$ cat src/rtl/sha1_pkg.sv
// ----------------------------------------------------------------------------
// sha1_pkg
// Shared types and constants for the SHA-1 digest block.
// ----------------------------------------------------------------------------
`default_nettype none

package sha1_pkg;

	// byte source for the block shift line
	localparam logic [1:0] SEL_DATA = 2'd0;
	localparam logic [1:0] SEL_PAD  = 2'd1;
	localparam logic [1:0] SEL_ZERO = 2'd2;
	localparam logic [1:0] SEL_LEN  = 2'd3;

	// round groups
	localparam logic [1:0] GRP_CH  = 2'd0;
	localparam logic [1:0] GRP_P1  = 2'd1;
	localparam logic [1:0] GRP_MAJ = 2'd2;
	localparam logic [1:0] GRP_P3  = 2'd3;

	localparam logic [31:0] K_R0 = 32'h5A827999;
	localparam logic [31:0] K_R1 = 32'h6ED9EBA1;
	localparam logic [31:0] K_R2 = 32'h8F1BBCDC;
	localparam logic [31:0] K_R3 = 32'hCA62C1D6;

	localparam logic [31:0] H_INIT [5] = '{
		32'h67452301, 32'hEFCDAB89, 32'h98BADCFE, 32'h10325476, 32'hC3D2E1F0
	};

	localparam logic [6:0] LAST_ROUND = 7'd79;
	localparam logic [2:0] LAST_IDX   = 3'd4;
	localparam logic [5:0] LAST_FILL  = 6'd63;

	typedef struct packed {
		logic       shift;   // shift one byte into the block
		logic [1:0] sel;     // byte source
		logic       count;   // add 8 to the bit count
		logic       round;   // run one compression round
		logic [1:0] grp;     // round group
		logic       add;     // fold working words into chain
		logic       init;    // start a new message
	} cmd_t;

endpackage

`default_nettype wire

$ cat src/rtl/sha1_ctrl.sv
// ----------------------------------------------------------------------------
// sha1_ctrl
// Sequencer: byte intake, padding, round count and digest output.
// ----------------------------------------------------------------------------
`default_nettype none

module sha1_ctrl (
	input  wire logic        clk,
	input  wire logic        arst_n,
	input  wire logic        in_valid,
	input  wire logic        byte_valid,
	input  wire logic        end_of_message,
	input  wire logic        out_ready,
	input  wire logic [5:0]  fill,
	output logic             in_ready,
	output logic             out_valid,
	output logic [2:0]       out_idx,
	output sha1_pkg::cmd_t   cmd
);
	import sha1_pkg::*;

	localparam logic [2:0] ST_IDLE = 3'd0;
	localparam logic [2:0] ST_PAD  = 3'd1;
	localparam logic [2:0] ST_COMP = 3'd2;
	localparam logic [2:0] ST_ADD  = 3'd3;
	localparam logic [2:0] ST_OUT  = 3'd4;

	logic [2:0] state_q;
	logic [6:0] rnd_q;
	logic [2:0] idx_q;
	logic       fin_q;
	logic       first_q;
	logic       wrap_q;
	logic       in_acc;
	logic       out_acc;
	logic       tail;
	logic       full;

	assign in_ready  = (state_q == ST_IDLE);
	assign out_valid = (state_q == ST_OUT);
	assign out_idx   = idx_q;
	assign in_acc    = in_valid && in_ready;
	assign out_acc   = out_valid && out_ready;
	assign tail      = (fill[5:3] == 3'b111);
	assign full      = (fill == LAST_FILL);

	always_comb begin
		cmd = '0;
		cmd.sel = SEL_ZERO;
		if (rnd_q < 7'd20) begin
			cmd.grp = GRP_CH;
		end else if (rnd_q < 7'd40) begin
			cmd.grp = GRP_P1;
		end else if (rnd_q < 7'd60) begin
			cmd.grp = GRP_MAJ;
		end else begin
			cmd.grp = GRP_P3;
		end
		unique case (state_q)
			ST_IDLE: begin
				if (in_acc && byte_valid) begin
					cmd.shift = 1'b1;
					cmd.sel   = SEL_DATA;
					cmd.count = 1'b1;
				end
			end
			ST_PAD: begin
				cmd.shift = 1'b1;
				if (first_q) begin
					cmd.sel = SEL_PAD;
				end else if (tail && !wrap_q) begin
					cmd.sel = SEL_LEN;
				end else begin
					cmd.sel = SEL_ZERO;
				end
			end
			ST_COMP: cmd.round = 1'b1;
			ST_ADD:  cmd.add = 1'b1;
			ST_OUT: begin
				if (out_acc && idx_q == LAST_IDX) begin
					cmd.init = 1'b1;
				end
			end
			default: cmd = '0;
		endcase
	end

	always_ff @(posedge clk or negedge arst_n) begin
		if (!arst_n) begin
			state_q <= ST_IDLE;
			rnd_q   <= '0;
			idx_q   <= '0;
			fin_q   <= 1'b0;
			first_q <= 1'b0;
			wrap_q  <= 1'b0;
		end else begin
			unique case (state_q)
				ST_IDLE: begin
					if (in_acc) begin
						if (end_of_message) begin
							fin_q   <= 1'b1;
							first_q <= 1'b1;
						end
						if (byte_valid && full) begin
							state_q <= ST_COMP;
						end else if (end_of_message) begin
							state_q <= ST_PAD;
						end
					end
				end
				ST_PAD: begin
					if (first_q) begin
						first_q <= 1'b0;
						wrap_q  <= tail;
					end
					if (full) begin
						state_q <= ST_COMP;
					end
				end
				ST_COMP: begin
					rnd_q <= rnd_q + 7'd1;
					if (rnd_q == LAST_ROUND) begin
						rnd_q   <= '0;
						state_q <= ST_ADD;
					end
				end
				ST_ADD: begin
					if (!fin_q) begin
						state_q <= ST_IDLE;
					end else if (first_q || wrap_q) begin
						wrap_q  <= 1'b0;
						state_q <= ST_PAD;
					end else begin
						fin_q   <= 1'b0;
						idx_q   <= '0;
						state_q <= ST_OUT;
					end
				end
				ST_OUT: begin
					if (out_acc) begin
						idx_q <= idx_q + 3'd1;
						if (idx_q == LAST_IDX) begin
							idx_q   <= '0;
							state_q <= ST_IDLE;
						end
					end
				end
				default: state_q <= ST_IDLE;
			endcase
		end
	end

endmodule

`default_nettype wire

$ cat src/rtl/sha1_dp.sv
// ----------------------------------------------------------------------------
// sha1_dp
// Datapath: block shift line / message schedule, round unit, chain words.
// ----------------------------------------------------------------------------
`default_nettype none

module sha1_dp (
	input  wire logic        clk,
	input  wire logic        arst_n,
	input  wire sha1_pkg::cmd_t cmd,
	input  wire logic [7:0]  data_byte,
	input  wire logic [2:0]  out_idx,
	output logic [5:0]       fill,
	output logic [31:0]      digest_word
);
	import sha1_pkg::*;

	logic [31:0] w_q [16];
	logic [31:0] chain_q [5];
	logic [31:0] a_q, b_q, c_q, d_q, e_q;
	logic [63:0] bits_q;
	logic [5:0]  fill_q;
	logic [7:0]  byte_in;
	logic [2:0]  lsel;
	logic [31:0] f, k, t, w_new, w_mix;

	assign fill = fill_q;
	assign lsel = 3'd7 - fill_q[2:0];
	assign digest_word = (out_idx <= LAST_IDX) ? chain_q[out_idx] : '0;

	always_comb begin
		unique case (cmd.sel)
			SEL_DATA: byte_in = data_byte;
			SEL_PAD:  byte_in = 8'h80;
			SEL_LEN:  byte_in = bits_q[{lsel, 3'b000} +: 8];
			default:  byte_in = 8'h00;
		endcase
	end

	always_comb begin
		unique case (cmd.grp)
			GRP_CH: begin
				f = (b_q & c_q) | (~b_q & d_q);
				k = K_R0;
			end
			GRP_P1: begin
				f = b_q ^ c_q ^ d_q;
				k = K_R1;
			end
			GRP_MAJ: begin
				f = (b_q & c_q) | (b_q & d_q) | (c_q & d_q);
				k = K_R2;
			end
			default: begin
				f = b_q ^ c_q ^ d_q;
				k = K_R3;
			end
		endcase
	end

	assign t     = {a_q[26:0], a_q[31:27]} + f + e_q + k + w_q[0];
	assign w_mix = w_q[13] ^ w_q[8] ^ w_q[2] ^ w_q[0];
	assign w_new = {w_mix[30:0], w_mix[31]};

	// shift line: bytes in at the bottom, word 0 is the next schedule word
	always_ff @(posedge clk) begin
		if (cmd.shift) begin
			for (int i = 0; i < 15; i++) begin
				w_q[i] <= {w_q[i][23:0], w_q[i+1][31:24]};
			end
			w_q[15] <= {w_q[15][23:0], byte_in};
		end else if (cmd.round) begin
			for (int i = 0; i < 15; i++) begin
				w_q[i] <= w_q[i+1];
			end
			w_q[15] <= w_new;
		end
	end

	always_ff @(posedge clk) begin
		if (cmd.shift && fill_q == LAST_FILL) begin
			a_q <= chain_q[0];
			b_q <= chain_q[1];
			c_q <= chain_q[2];
			d_q <= chain_q[3];
			e_q <= chain_q[4];
		end else if (cmd.round) begin
			a_q <= t;
			b_q <= a_q;
			c_q <= {b_q[1:0], b_q[31:2]};
			d_q <= c_q;
			e_q <= d_q;
		end
	end

	always_ff @(posedge clk or negedge arst_n) begin
		if (!arst_n) begin
			for (int i = 0; i < 5; i++) begin
				chain_q[i] <= H_INIT[i];
			end
			bits_q <= '0;
			fill_q <= '0;
		end else begin
			if (cmd.init) begin
				for (int i = 0; i < 5; i++) begin
					chain_q[i] <= H_INIT[i];
				end
			end else if (cmd.add) begin
				chain_q[0] <= chain_q[0] + a_q;
				chain_q[1] <= chain_q[1] + b_q;
				chain_q[2] <= chain_q[2] + c_q;
				chain_q[3] <= chain_q[3] + d_q;
				chain_q[4] <= chain_q[4] + e_q;
			end
			if (cmd.init) begin
				bits_q <= '0;
			end else if (cmd.count) begin
				bits_q <= bits_q + 64'd8;
			end
			if (cmd.init) begin
				fill_q <= '0;
			end else if (cmd.shift) begin
				fill_q <= fill_q + 6'd1;
			end
		end
	end

endmodule

`default_nettype wire

$ cat src/rtl/sha1_digest.sv
// ----------------------------------------------------------------------------
// sha1_digest
// Streaming SHA-1 hash: one message byte per input beat, five digest beats.
// ----------------------------------------------------------------------------
// Feed the message one byte per input beat (byte_valid marks a real byte,
// end_of_message closes the message after that beat's byte; a beat with only
// the mark closes it as it stands, so an empty message works). The beat that
// completes a 64-byte block is followed by a busy stretch: 80 rounds of the
// single round unit, then a fold of the working words into the chain. After
// the end mark, padding shifts in one byte per cycle (0x80, zeros, then the
// 64-bit big-endian bit length) and runs one or two more compressions. The
// digest then leaves as five output beats, word 0 (most significant) first,
// last_word on word 4; input is held off until the last one is taken, and
// the block is then ready for the next message. The bit count wraps modulo
// 2^64. No input is taken while a block is padded or compressed or a digest
// is being delivered.
// ----------------------------------------------------------------------------
`default_nettype none

module sha1_digest (
	input  wire logic        clk,
	input  wire logic        arst_n,
	input  wire logic        in_valid,
	output logic             in_ready,
	input  wire logic [7:0]  data_byte,
	input  wire logic        byte_valid,
	input  wire logic        end_of_message,
	output logic             out_valid,
	input  wire logic        out_ready,
	output logic [31:0]      digest_word,
	output logic [2:0]       word_index,
	output logic             last_word
);
	import sha1_pkg::*;

	cmd_t       cmd;
	logic [5:0] fill;
	logic [2:0] out_idx;

	// sequencer: owns the state, round count and output word count
	sha1_ctrl u_ctrl (
		.clk            (clk),
		.arst_n         (arst_n),
		.in_valid       (in_valid),
		.byte_valid     (byte_valid),
		.end_of_message (end_of_message),
		.out_ready      (out_ready),
		.fill           (fill),
		.in_ready       (in_ready),
		.out_valid      (out_valid),
		.out_idx        (out_idx),
		.cmd            (cmd)
	);

	// datapath: block shift line doubles as the 16-word schedule window
	sha1_dp u_dp (
		.clk         (clk),
		.arst_n      (arst_n),
		.cmd         (cmd),
		.data_byte   (data_byte),
		.out_idx     (out_idx),
		.fill        (fill),
		.digest_word (digest_word)
	);

	// word index and the last mark come straight from the output counter
	assign word_index = out_idx;
	assign last_word  = (out_idx == LAST_IDX);

endmodule

`default_nettype wire

$ cat config.mk
export PLATFORM = sky130hd
export DESIGN_NAME = sha1_digest
export DESIGN_NICKNAME = d
export VERILOG_FILES = /design/src/rtl/sha1_pkg.sv /design/src/rtl/sha1_ctrl.sv /design/src/rtl/sha1_dp.sv /design/src/rtl/sha1_digest.sv
export SDC_FILE = /design/constraint.sdc
export NUM_CORES = 2
export LEC_CHECK = 0
export BUFFER_PORTS_ARGS = -buffer_cell sky130_fd_sc_hd__buf_4
export CORE_MARGIN = 8
export CORE_UTILIZATION = 60
export DETAILED_ROUTE_END_ITERATION = 10
export PLACE_DENSITY = 0.76
export SYNTH_ARGS = -nofsm -noshare
export SYNTH_HDL_FRONTEND = slang
export SYNTH_SLANG_ARGS = --single-unit
$ cat constraint.sdc
create_clock -name clk -period 14.65 [get_ports clk]
set_input_delay 1.465 -clock clk [delete_from_list [all_inputs] [get_ports clk]]
set_output_delay 1.465 -clock clk [all_outputs]
set_load 0.005 [all_outputs]
==> results.py <==
metrics = {
    "timing": {
        "max_freq_mhz": 134.4,
        "fin_tns_setup_ns": 0,
        "fin_crit_sh_pct": 50.80,
        "grt_setup_unrepaired": "false",
        "drv_slew": 0,
        "max-slew-margin-rel_pct": 19.79,
        "fin_skew_ns": 0.02412,
        "worst-slew-pin-transition_ns": 1.191,
        "setup_violations": 0,
        "fin_crit_ns": 7.442,
        "hold_viol_final": 0,
    },
    "worst_setup_path": {
        "path_common_cell": "inv_1",
        "path_max_fanout": 36,
        "r2r_cells": 26,
        "slowest_delay_ns": 0.59,
        "start_kind": "register",
        "critPathArrivalTime_ns": 7.84,
        "crit_slowest_cell": "o41ai_1",
        "crit_type": "register to register",
        "cp.required_ns": 15.05,
        "crit_path_end_kind": "register",
    },
    "die": {
        "die_y_microns": 314.7,
        "die_x_microns": 314.7,
        "io-pin-count": 52,
        "initial_core_util_pct": 60.58,
        "placementRows": 109,
        "core_area_sq_um": 88370,
        "dieArea_sq_um": 99050,
    },
    "power": {
        "irDropWorstVdd_v": 0.0001535,
        "finalPower_w": 0.01241,
        "powerDensity_nw_per_um2": 213.5,
        "power_leakage_nw": 25.53,
    },
    "clocking": {
        "hold_buffers": 0,
        "clockRootBuffer": "clkbuf_16",
        "htree_levels": 3,
        "clk_transition_reported_paths_ns": 0.07,
        "cts_sinks": 915,
        "cts.path.max_buffers": 3,
        "postCtsSetupBuffers": 0,
        "cts_buffers": 98,
        "cts_resized": 0,
        "tritoncts": "yes",
        "clock_latency_ns": 0.69,
    },
    "synth": {
        "synth_top_cell_by_area": "edfxtp_1",
        "syn_area_per_cell_sq_um": 9.458,
        "ys_seq_area_share_pct": 49.23,
        "yosys_warnings": 0,
        "netlist_area_sq_um": 53540,
        "ys_ff_latch": 915,
        "yosys-top-cells-area": "edfxtp_1, nand2_1, dfrtp_1",
        "ys_async_sr_fraction_pct": 26.56,
        "synthFlopType": "edfxtp_1",
        "synth_edf_count": 672,
        "netlist.area_leader.share_pct": 37.69,
        "synth_nets": 6002,
        "netlist_instances": 5661,
        "synth_cell_types": 78,
    },
    "drt": {
        "viasPerCell": 5.968,
        "drt-wirelength-per-cell_microns": 20.03,
        "first_pass_iters": 6,
        "drc": 0,
        "drt-initial-drc-count": 4245,
        "ant_nets": 0,
        "vias": 40900,
        "drt-total-wl_microns": 137200,
    },
    "global_route": {
        "grt_pass1_wl_microns": 217200,
        "antenna_found_initial": 0,
        "grt_use_total_pct": 27.35,
        "grt_overflow": 0,
        "grt_max_degree": 259,
        "grt_pass1_vias": 39310,
    },
    "min_path": {
        "whs_path_depth": 2,
        "hold_class": "register to register",
    },
    "finish": {
        "multi_input_area_sq_um": 25250,
        "seqCellArea_sq_um": 26360,
        "final_nets": 5946,
        "syn2layout_area_growth_pct": 8.577,
        "drive_above_1_share_pct": 7.579,
        "fill_cells": 6946,
        "diodes": 0,
    },
    "placed_design": {
        "portBuffers": 51,
        "globalplace.congestion": 0.9490,
        "dp_hpwl_microns": 94280,
    },
    "status": {
        "status": "finished clean",
    },
    "job": {
        "drv_cap": 0,
    },
}
-- metrics by stage --
step	hold WS, ns	cells	instance area, sq um	setup WS [ns]	util [%]
3_5_place_dp	0.5136	6670	54870	7.410	62.09
3_3_place_gp	0.5088	6670	54870	7.514	62.09
2_1_floorplan	0.4658	5661	53540	0.5820	-
4_1_cts	0.5215	6852	58130	7.375	65.78
6_report	0.5213	6852	58130	7.208	65.78
5_1_grt	0.5353	6852	58130	6.805	65.78
-- worst max-delay path, delay by kind of cell, from the launching register on --
family,cells,cell delay (ns)
compound gates,9,2.62
xor+xnor,1,0.14
fa+ha+maj,7,2.79
buf+inv,7,0.99
flops,1,0.43
simple gates,2,0.14
-- where the power goes --
group | internal, W | switching, W | total [W]
logic | 0.00194 | 0.00274 | 0.00467
registers | 0.00434 | 0.000864 | 0.00520
clock network | 0.00145 | 0.00109 | 0.00254
total | 0.00773 | 0.00469 | 0.0124
-- cell usage in the layout, fill, tap and decap left out, types with 9 or more instances in the layout --
| master | count |
|---|---|
| nand3_1 | 83 |
| nand2b_1 | 34 |
| edfxtp_1 | 672 |
| clkinv_2 | 21 |
| nor2b_1 | 20 |
| nor3_1 | 47 |
| o21ai_0 | 309 |
| xor2_1 | 100 |
| nand2_1 | 2022 |
| xnor2_1 | 209 |
| a21o_1 | 80 |
| and3_1 | 33 |
| a221oi_1 | 25 |
| clkinv_1 | 17 |
| nand4_1 | 21 |
| a221o_1 | 18 |
| mux4_2 | 45 |
| a21oi_1 | 244 |
| clkbuf_1 | 19 |
| a31oi_1 | 21 |
| mux2i_1 | 14 |
| dfrtp_1 | 161 |
| a211oi_1 | 24 |
| o31ai_1 | 21 |
| ha_1 | 202 |
| o21bai_1 | 27 |
| nor3b_1 | 9 |
| nor2_1 | 261 |
| clkbuf_16 | 101 |
| buf_4 | 86 |
| dfstp_2 | 80 |
| o211ai_1 | 13 |
| o21a_1 | 16 |
| inv_1 | 282 |
| fa_1 | 125 |
| or3_1 | 25 |
| mux2_2 | 35 |
-- cells by family (layout without fill, tap and decap cells) --
kind of cell	count (synthesis)	in the layout	share of synthesized area (%)
adder cells (fa/ha/maj)	328	328	9.413
flip-flops	915	915	49.23
multiplexers	94	94	2.891
AND/OR/NAND/NOR	2619	2619	19.83
XOR/XNOR	309	309	5.055
AO/OA/AOI/OAI	867	867	9.829
buffers and inverters	529	555	3.751
-- flip-flops by register name (all words and copies together), names as in the netlist --
name            flops
u_ctrl.first_q      1
u_dp.chain_q      160
u_dp.fill           6
u_dp.bits_q        61
u_dp.b_q           32
u_ctrl.out_idx      3
u_ctrl.fin_q        1
u_dp.w_q          512
u_dp.e_q           32
u_ctrl.rnd_q        7
u_dp.a_q           32
u_ctrl.state_q      3
u_ctrl.wrap_q       1
u_dp.c_q           32
u_dp.d_q           32
-- cell usage after synthesis, types with 5 or more instances --
| library cell | instances |
|---|---|
| o211ai_1 | 13 |
| inv_1 | 282 |
| nand3_1 | 84 |
| dfrtp_1 | 163 |
| a41oi_1 | 7 |
| mux4_2 | 45 |
| nor3_1 | 49 |
| a221o_1 | 18 |
| xor2_1 | 100 |
| nor2b_1 | 20 |
| a32o_1 | 5 |
| or4_1 | 6 |
| or3_1 | 26 |
| o2111ai_1 | 5 |
| a211oi_1 | 24 |
| nand2b_1 | 35 |
| o221ai_1 | 6 |
| a31oi_1 | 21 |
| a21o_1 | 80 |
| nor4_1 | 5 |
| xnor2_1 | 209 |
| and4_1 | 8 |
| nor2_1 | 264 |
| fa_1 | 125 |
| o31ai_1 | 21 |
| and3_1 | 34 |
| o21a_1 | 16 |
| buf_1 | 12 |
| mux2i_1 | 14 |
| a211o_1 | 6 |
| ha_1 | 202 |
| dfstp_2 | 80 |
| mux2_2 | 35 |
| nor3b_1 | 10 |
| and2_1 | 8 |
| o21ai_0 | 309 |
| a221oi_1 | 25 |
| a21oi_1 | 244 |
| nand2_1 | 2025 |
| clkbuf_1 | 232 |
| nand4_1 | 21 |
| o21bai_1 | 27 |
| o211a_1 | 5 |
| edfxtp_1 | 672 |
-- per-layer routing --
layer,track usage [%],part of all wire [%]
met4,9.143,3.4
met1,39.22,43
met3,4.937,8.5
met5,0,0
met2,42.21,46
-- path summary, 6_finish.rpt --
kind                                  start                to  slack (ns)
max                         u_ctrl.rnd_q[5]      u_dp.a_q[29]        7.21
max in group asynchronous            arst_n      u_dp.fill[0]       12.45
min                        u_dp.chain_q[30]  u_dp.chain_q[30]        0.52
max reg2reg                 u_ctrl.rnd_q[5]      u_dp.a_q[29]        7.21
min reg2reg                u_dp.chain_q[30]  u_dp.chain_q[30]        0.52
min in group asynchronous            arst_n   u_dp.bits_q[21]        0.81
-- layout make-up --
class | count | area share (%)
Multi-Input combinational cell | 4217 | 43.44
Sequential cell | 915 | 45.35
Clock buffer | 128 | 4.660
Clock inverter | 54 | 0.9449
Timing Repair Buffer | 91 | 1.274
Tap cell | 1165 | 2.507
Inverter | 282 | 1.821
Power figures use the tool's default switching activity.
